File: src/sv/wsd_pkg.sv
package wsd_pkg;

  typedef enum logic [5:0] {
    PH_BYTE0 = 6'b000001,
    PH_BYTE1 = 6'b000010,
    PH_LEN16 = 6'b000100,
    PH_LEN64 = 6'b001000,
    PH_MASK  = 6'b010000,
    PH_DATA  = 6'b100000
  } phase_e;

  localparam logic [1:0] KIND_ABSORB  = 2'd0;
  localparam logic [1:0] KIND_HEADER  = 2'd1;
  localparam logic [1:0] KIND_PAYLOAD = 2'd2;
  localparam logic [1:0] KIND_ERROR   = 2'd3;

  localparam logic [1:0] CLASS_DATA    = 2'd0;
  localparam logic [1:0] CLASS_CONTROL = 2'd1;
  localparam logic [1:0] CLASS_CONT    = 2'd2;

  localparam logic [3:0] OP_CONT   = 4'h0;
  localparam logic [3:0] OP_TEXT   = 4'h1;
  localparam logic [3:0] OP_BINARY = 4'h2;
  localparam logic [3:0] OP_CLOSE  = 4'h8;
  localparam logic [3:0] OP_PING   = 4'h9;
  localparam logic [3:0] OP_PONG   = 4'hA;

  localparam logic [6:0] LEN_EXT16 = 7'd126;
  localparam logic [3:0] LEN16_BYTES = 4'd2;
  localparam logic [3:0] LEN64_BYTES = 4'd8;
  localparam logic [3:0] KEY_BYTES   = 4'd4;

  typedef struct packed {
    logic [1:0]  kind;
    logic        fin;
    logic [3:0]  opcode;
    logic [1:0]  frame_class;
    logic        masked;
    logic [63:0] payload_len;
    logic [7:0]  payload_byte;
    logic        last;
  } result_t;

  function automatic logic [1:0] class_of(input logic [3:0] op);
    logic [1:0] c;
    c = CLASS_DATA;
    if (op == OP_CONT) begin
      c = CLASS_CONT;
    end else if (op == OP_CLOSE || op == OP_PING || op == OP_PONG) begin
      c = CLASS_CONTROL;
    end
    return c;
  endfunction

  function automatic logic is_known_op(input logic [3:0] op);
    return op inside {OP_CONT, OP_TEXT, OP_BINARY, OP_CLOSE, OP_PING, OP_PONG};
  endfunction

endpackage

File: src/sv/websocket_frame_deframer_unit.sv
// WebSocket frame deframer: parses a received byte stream into frames and
// unmasks the payload.
// Input channel: one stream byte per beat on data_byte_i (in_valid_i /
// in_ready_o). Output channel: exactly one result beat per input byte
// (out_valid_o / out_ready_i) carrying kind_o (absorbed header byte, header
// complete, payload byte, error), the current frame's fin, opcode, class,
// mask flag and length, the unmasked payload byte and the last flag.
// Pipeline: an accepted byte is held in the input register, parsed, and its
// result captured in the result register (one input register, one result
// register), from which its result beat is taken.
// Throughput: one byte per cycle while out_ready_i stays high; the parse logic
// between the input register and the result register is combinational.
// Stall: when out_ready_i is low the result holds, and the input register
// still takes one more byte; in_ready_o drops only when both stages are full.
// Reset: rst_ni clears both stages and returns the parser to expecting the
// first header byte of a new frame. An error result also returns the parser
// to expecting the first header byte.
module websocket_frame_deframer_unit (
  input  logic        clk_i,
  input  logic        rst_ni,
  input  logic        in_valid_i,
  output logic        in_ready_o,
  input  logic [7:0]  data_byte_i,
  output logic        out_valid_o,
  input  logic        out_ready_i,
  output logic [1:0]  kind_o,
  output logic        fin_o,
  output logic [3:0]  opcode_o,
  output logic [1:0]  frame_class_o,
  output logic        masked_o,
  output logic [63:0] payload_len_o,
  output logic [7:0]  payload_byte_o,
  output logic        last_o
);
  import wsd_pkg::*;

  logic       in_valid_q;
  logic [7:0] in_byte_q;
  logic       out_valid_q;
  result_t    out_q;
  result_t    res;
  logic       step;

  assign step       = in_valid_q && (!out_valid_q || out_ready_i);
  assign in_ready_o = !in_valid_q || step;

  wsd_parser u_parser (
    .clk_i  (clk_i),
    .rst_ni (rst_ni),
    .step_i (step),
    .byte_i (in_byte_q),
    .res_o  (res)
  );

  always_ff @(posedge clk_i or negedge rst_ni) begin
    if (!rst_ni) begin
      in_valid_q <= 1'b0;
    end else if (in_ready_o) begin
      in_valid_q <= in_valid_i;
    end
  end

  always_ff @(posedge clk_i) begin
    if (in_ready_o && in_valid_i) begin
      in_byte_q <= data_byte_i;
    end
  end

  always_ff @(posedge clk_i or negedge rst_ni) begin
    if (!rst_ni) begin
      out_valid_q <= 1'b0;
    end else if (step) begin
      out_valid_q <= 1'b1;
    end else if (out_ready_i) begin
      out_valid_q <= 1'b0;
    end
  end

  always_ff @(posedge clk_i) begin
    if (step) begin
      out_q <= res;
    end
  end

  assign out_valid_o    = out_valid_q;
  assign kind_o         = out_q.kind;
  assign fin_o          = out_q.fin;
  assign opcode_o       = out_q.opcode;
  assign frame_class_o  = out_q.frame_class;
  assign masked_o       = out_q.masked;
  assign payload_len_o  = out_q.payload_len;
  assign payload_byte_o = out_q.payload_byte;
  assign last_o         = out_q.last;

  a_err_clean: assert property (@(posedge clk_i) disable iff (!rst_ni)
    out_valid_q && out_q.kind == KIND_ERROR |->
      out_q.frame_class == CLASS_DATA && out_q.payload_len == 64'd0 && !out_q.last)
    else $error("error result carries frame fields");

  a_absorb_not_last: assert property (@(posedge clk_i) disable iff (!rst_ni)
    out_valid_q && out_q.kind == KIND_ABSORB |-> !out_q.last && out_q.payload_byte == 8'd0)
    else $error("absorbed header byte flagged last or with data");

  a_in_hold: assert property (@(posedge clk_i) disable iff (!rst_ni)
    in_valid_q && !step |=> in_valid_q && $stable(in_byte_q))
    else $error("input register lost a waiting byte");

  a_out_hold: assert property (@(posedge clk_i) disable iff (!rst_ni)
    out_valid_q && !out_ready_i |=> out_valid_q)
    else $error("stalled result dropped");

  a_step_needs_room: assert property (@(posedge clk_i) disable iff (!rst_ni)
    step |-> !out_valid_q || out_ready_i)
    else $error("result register overwritten");

endmodule

File: src/sv/wsd_parser.sv
module wsd_parser (
  input  logic             clk_i,
  input  logic             rst_ni,
  input  logic             step_i,
  input  logic [7:0]       byte_i,
  output wsd_pkg::result_t res_o
);
  import wsd_pkg::*;

  phase_e      phase_q, phase_d;
  logic [3:0]  cnt_q, cnt_d;
  logic        fin_q, fin_d;
  logic [3:0]  op_q, op_d;
  logic        masked_q, masked_d;
  logic [63:0] len_q, len_d;
  logic [31:0] key_q, key_d;
  logic [63:0] pos_q, pos_d;

  logic [3:0]  cnt_inc;
  logic [3:0]  need;
  logic        hdr_done;
  logic        err;
  logic [1:0]  kind;
  logic [7:0]  pbyte;
  logic        last;
  logic [7:0]  key_byte;

  assign cnt_inc = cnt_q + 4'd1;
  assign need    = (phase_q == PH_LEN16) ? LEN16_BYTES : LEN64_BYTES;

  always_comb begin
    case (pos_q[1:0])
      2'd0:    key_byte = key_q[31:24];
      2'd1:    key_byte = key_q[23:16];
      2'd2:    key_byte = key_q[15:8];
      default: key_byte = key_q[7:0];
    endcase
  end

  always_comb begin
    phase_d  = phase_q;
    cnt_d    = cnt_q;
    fin_d    = fin_q;
    op_d     = op_q;
    masked_d = masked_q;
    len_d    = len_q;
    key_d    = key_q;
    pos_d    = pos_q;
    hdr_done = 1'b0;
    err      = 1'b0;
    kind     = KIND_ABSORB;
    pbyte    = 8'd0;
    last     = 1'b0;

    case (phase_q)
      PH_BYTE1: begin
        masked_d = byte_i[7];
        cnt_d    = 4'd0;
        len_d    = 64'd0;
        if (byte_i[6:0] < LEN_EXT16) begin
          len_d = {57'd0, byte_i[6:0]};
          if (byte_i[7]) begin
            phase_d = PH_MASK;
          end else begin
            hdr_done = 1'b1;
          end
        end else if (byte_i[6:0] == LEN_EXT16) begin
          phase_d = PH_LEN16;
        end else begin
          phase_d = PH_LEN64;
        end
      end
      PH_LEN16, PH_LEN64: begin
        len_d = {len_q[55:0], byte_i};
        cnt_d = cnt_inc;
        if (cnt_inc >= need) begin
          cnt_d = 4'd0;
          if (masked_q) begin
            phase_d = PH_MASK;
          end else begin
            hdr_done = 1'b1;
          end
        end
      end
      PH_MASK: begin
        key_d = {key_q[23:0], byte_i};
        cnt_d = cnt_inc;
        if (cnt_inc >= KEY_BYTES) begin
          hdr_done = 1'b1;
        end
      end
      PH_DATA: begin
        pbyte = masked_q ? (byte_i ^ key_byte) : byte_i;
        kind  = KIND_PAYLOAD;
        pos_d = pos_q + 64'd1;
        if (pos_d >= len_q) begin
          last    = 1'b1;
          phase_d = PH_BYTE0;
        end
      end
      default: begin
        cnt_d    = 4'd0;
        fin_d    = 1'b0;
        op_d     = 4'd0;
        masked_d = 1'b0;
        len_d    = 64'd0;
        key_d    = 32'd0;
        pos_d    = 64'd0;
        if ((byte_i[6:4] != 3'd0) || !is_known_op(byte_i[3:0])) begin
          err     = 1'b1;
          phase_d = PH_BYTE0;
        end else begin
          fin_d   = byte_i[7];
          op_d    = byte_i[3:0];
          phase_d = PH_BYTE1;
        end
      end
    endcase

    if (hdr_done) begin
      pos_d = 64'd0;
      cnt_d = 4'd0;
      kind  = KIND_HEADER;
      if (len_d == 64'd0) begin
        last    = 1'b1;
        phase_d = PH_BYTE0;
      end else begin
        phase_d = PH_DATA;
      end
    end
  end

  always_comb begin
    if (err) begin
      res_o              = '0;
      res_o.kind         = KIND_ERROR;
      res_o.fin          = byte_i[7];
      res_o.opcode       = byte_i[3:0];
    end else begin
      res_o.kind         = kind;
      res_o.fin          = fin_d;
      res_o.opcode       = op_d;
      res_o.frame_class  = class_of(op_d);
      res_o.masked       = masked_d;
      res_o.payload_len  = len_d;
      res_o.payload_byte = pbyte;
      res_o.last         = last;
    end
  end

  always_ff @(posedge clk_i or negedge rst_ni) begin
    if (!rst_ni) begin
      phase_q  <= PH_BYTE0;
      cnt_q    <= 4'd0;
      fin_q    <= 1'b0;
      op_q     <= 4'd0;
      masked_q <= 1'b0;
      len_q    <= 64'd0;
      key_q    <= 32'd0;
      pos_q    <= 64'd0;
    end else if (step_i) begin
      phase_q  <= phase_d;
      cnt_q    <= cnt_d;
      fin_q    <= fin_d;
      op_q     <= op_d;
      masked_q <= masked_d;
      len_q    <= len_d;
      key_q    <= key_d;
      pos_q    <= pos_d;
    end
  end

endmodule
File: config.mk
export PLATFORM = sky130hd
export DESIGN_NAME = websocket_frame_deframer_unit
export DESIGN_NICKNAME = d
export VERILOG_FILES = /design/src/sv/wsd_pkg.sv /design/src/sv/websocket_frame_deframer_unit.sv /design/src/sv/wsd_parser.sv
export SDC_FILE = /design/constraint.sdc
export NUM_CORES = 1
export LEC_CHECK = 0
export ABC_AREA = 1
export BUFFER_PORTS_ARGS = -buffer_cell sky130_fd_sc_hd__buf_2
export CORE_MARGIN = 5
export CORE_UTILIZATION = 33
export DETAILED_ROUTE_END_ITERATION = 10
export GPL_TIMING_DRIVEN = 0
export RECOVER_POWER = 50
export REMOVE_ABC_BUFFERS = 1
export SYNTH_ARGS = -nofsm -noshare
export SYNTH_HDL_FRONTEND = slang
export SYNTH_SLANG_ARGS = --single-unit
File: constraint.sdc
create_clock -name clk_i -period 7.7 [get_ports clk_i]
set_input_delay 0.77 -clock clk_i [delete_from_list [all_inputs] [get_ports clk_i]]
set_output_delay 0.77 -clock clk_i [all_outputs]
set_load 0.01 [all_outputs]
==> results.py <==
metrics = {
    "outcome": {
        "status": "complete, but fails checks",
        "violations": "capacitance limit, slew limit",
    },
    "worst_setup_path": {
        "cp_slowest_stage_delay_ns": 1.01,
        "cp.required_ns": 8.16,
        "cpMaxStageDelayCell": "inv_2",
        "crit_top_cell": "nand2_1",
        "cp-start-kind": "register",
        "crit_type": "reg -> reg",
        "cp_cell_sequence": "nand2_1, nand2_1, inv_6, nand2_1, inv_2, nand2_2, inv_2, nand2_1, o21ai_1",
        "crit_fanout": 57,
        "cp-end-kind": "register",
        "arrival_ns": 6.11,
    },
    "detailed_routing": {
        "wirelength_mm": 39.5,
        "drtAntennaViolNets": 0,
        "avgViaCountPerCell": 4.93,
        "wl_per_cell_um": 15.8,
        "via_count": 12300,
        "drt_iter0_markers": 1014,
        "drt_first_pass_iters": 5,
        "drc": 0,
    },
    "logic_synthesis": {
        "synth.most_common_cell": "nand2_1",
        "ys_ff_latch": 269,
        "synth_top_family_by_area": "simple AND/OR/NAND/NOR gates",
        "ys.warnings.count": 0,
        "synth_area_leaders": "dfrtp_1 (30%), edfxtp_1 (18%), nand2_1 (12%)",
        "synthAdderAreaFrac_pct": 6.04,
        "synthSimpleGateAreaFrac_pct": 22.6,
        "ys.flop_type": "dfrtp_1",
        "syn_area_per_cell_sq_um": 8.21,
        "synthXorXnorAreaFrac_pct": 3.80,
        "postSynth.asyncResetShare_pct": 66.2,
        "ys_top_cells_by_count": "nand2_1 (470), inv_1 (258), dfrtp_1 (177)",
        "yosys.area.top_type": "dfrtp_1",
        "ys_types": 49,
        "synth.mux.area_fraction_pct": 0.0671,
        "ys_seq_area_share_pct": 48.2,
        "netlist_instances": 1815,
        "synth_top_area_share_pct": 29.7,
        "syn_area_sq_um": 14900,
        "synth-edff-count": 91,
        "synth_compound_area_share_pct": 10.5,
    },
    "finish": {
        "synthToLayoutAreaGrowth_pct": 12.3,
        "ff_latch_area_sq_um": 7190,
        "drive_gt1_share_pct": 5.29,
        "antenna_cells": 0,
        "fill_cells": 4517,
        "multi_input_area_sq_um": 6400,
        "num-nets-final": 1972,
    },
    "grt": {
        "grt_pass1_vias": 11800,
        "gr-usage-met1_pct": 22.6,
        "grt_max_degree": 145,
        "busiest_layer": "met2",
        "antenna_found_initial": 0,
        "grt_usage_pct": 15.6,
        "grtUsageMet3_pct": 2.23,
        "grt_util_met2_pct": 24.1,
        "grt_overflow": 0,
        "grt_pass1_wl_mm": 63.9,
    },
    "placement": {
        "gp_congestion": 0.887,
        "preCtsSetupSlack_ns": 1.60,
        "place_hpwl_mm": 28.7,
        "port_buffers": 96,
    },
    "clock_network": {
        "clkTransAtPathRegs_ns": 0.07,
        "cts_root_buf": "clkbuf_16",
        "tritoncts": "done",
        "postCtsSetupRepairBufs": 0,
        "htree_levels": 1,
        "numCtsBuffers": 28,
        "cts_resized": 0,
        "hold_buffers": 0,
        "cts_buffer_depth": 3,
        "cts.sink_count": 269,
        "clock_latency_ns": 0.56,
    },
    "sta": {
        "period_needed_ns": 5.65,
        "worst_pin_slew_ns": 4.11,
        "drv_slew": 139,
        "post-route-worst-setup-slack_ns": 2.05,
        "slew_headroom_pct": -174,
        "fin_skew_ns": 0.0102,
        "min_period_over_period_pct": 73.3,
        "hold_viol_final": 0,
        "setup_violations": 0,
        "clock.fmax_mhz": 177,
        "rsz0062_at_grt": "false",
        "setup_tns_ns": 0,
    },
    "min_path": {
        "hold_path_class": "in -> reg",
    },
    "floorplan": {
        "start_util_pct": 33.6,
        "rows": 77,
        "core_area_sq_um": 44400,
        "die_w_um": 223,
        "die_area_sq_um": 49500,
        "die_h_um": 223,
        "io_pins": 97,
    },
    "pwr": {
        "powerDensity_nw_per_um2": 193,
        "vdd_ir_drop_max_v": 0.000159,
        "p_leak_nw": 7.52,
    },
    "run": {
        "maxCapViolations": 3,
    },
}
sequential cells by signal (all words and copies together) (netlist names), 2 cells and up:
register and cells:
frame_class_o 2, u_parser.cnt_q 4, payload_byte_o 8, u_parser.pos_q 64, opcode_o 4, payload_len_o 64
u_parser.len_q 64, in_byte_q 8, u_parser.phase_q 6, u_parser.op_q 4, u_parser.key_q 32, kind_o 2
per-layer routing:
layer	part of all wire, %	vias up
li1	-	6067
met1	47	5878
met2	44	329
met3	5.4	73
met4	3.1	0
met5	0	-
worst max-delay path, delay by kind of cell, from the launching register on:
family / cells / cell delay [ns]
flip-flops: 1 / 0.40
AND/OR/NAND/NOR: 5 / 2.49
buffers and inverters: 3 / 2.44
AO/OA/AOI/OAI: 1 / 0.11
cells in the final DEF, fill, tap and decap left out, types with 9 or more instances in the layout:
cell type / Yosys / routed
nand2_1: 470 / 470
inv_1: 258 / 258
dfrtp_1: 177 / 177
nor2_1: 143 / 144
o21ai_0: 125 / 137
edfxtp_1: 91 / 91
clkbuf_1: 27 / 88
nand3_1: 78 / 78
ha_1: 72 / 72
o21ai_1: 71 / 63
xor2_1: 59 / 59
a21oi_1: 43 / 44
nand4_1: 31 / 31
o22ai_1: 30 / 30
nor3_1: 29 / 29
clkbuf_16: 0 / 29
buf_2: 15 / 10
inv_2: 10 / 9
cell families (layout without fill, tap and decap cells):
family / after synthesis / in the layout
simple gates: 792 / 792
buf+inv: 326 / 421
compound gates: 292 / 292
flops: 269 / 269
fa+ha+maj: 72 / 72
xor+xnor: 63 / 63
mux: 1 / 1
path summary, 6_finish.rpt:
check | endpoint | slack, ns | cells after the start | start
worst max register to register | u_parser.pos_q[58] | 2.05 | 9 | out_valid_o
worst max-delay path | u_parser.pos_q[58] | 2.05 | 9 | out_valid_o
max in group asynchronous | u_parser.len_q[24] | 3.71 | 1 | rst_ni
worst min-delay path | in_byte_q[4] | 0.38 | 1 | data_byte_i[4]
worst min register to register | u_parser.phase_q[0] | 0.49 | 2 | u_parser.phase_q[0]
min in group asynchronous | u_parser.key_q[18] | 1.65 | 1 | rst_ni
layout make-up:
type                    count  share of cell area [%]
flip-flops and latches    269                    42.9
multi-input cells        1220                    38.2
inverters                 268                    6.04
clock buffers              32                    4.52
well taps                 592                    4.42
repair buffers            101                    2.91
clock inverters            20                    1.00
power by group:
part / internal, W / switching [W] / leakage [nW]
clock network: 0.000776 / 0.000604 / 0.458
registers: 0.00155 / 0.0000270 / 3.38
logic: 0.0000593 / 0.000220 / 3.68
total: 0.00239 / 0.000851 / 7.52
per-stage QoR:
stage	power (W)	cell area, sq um	hold WS, ns	util [%]	std cells
2_1_floorplan	0.00175	14600	0.449	-	1757
3_3_place_gp	0.00188	15800	0.462	35.6	2445
3_5_place_dp	0.00190	16000	0.472	36.0	2450
4_1_cts	0.00329	16900	0.169	38.1	2502
5_1_grt	0.00337	16700	0.362	37.7	2502
6_report	0.00324	16700	0.385	37.7	2502
No activity file was read; power rests on OpenSTA's default activity.
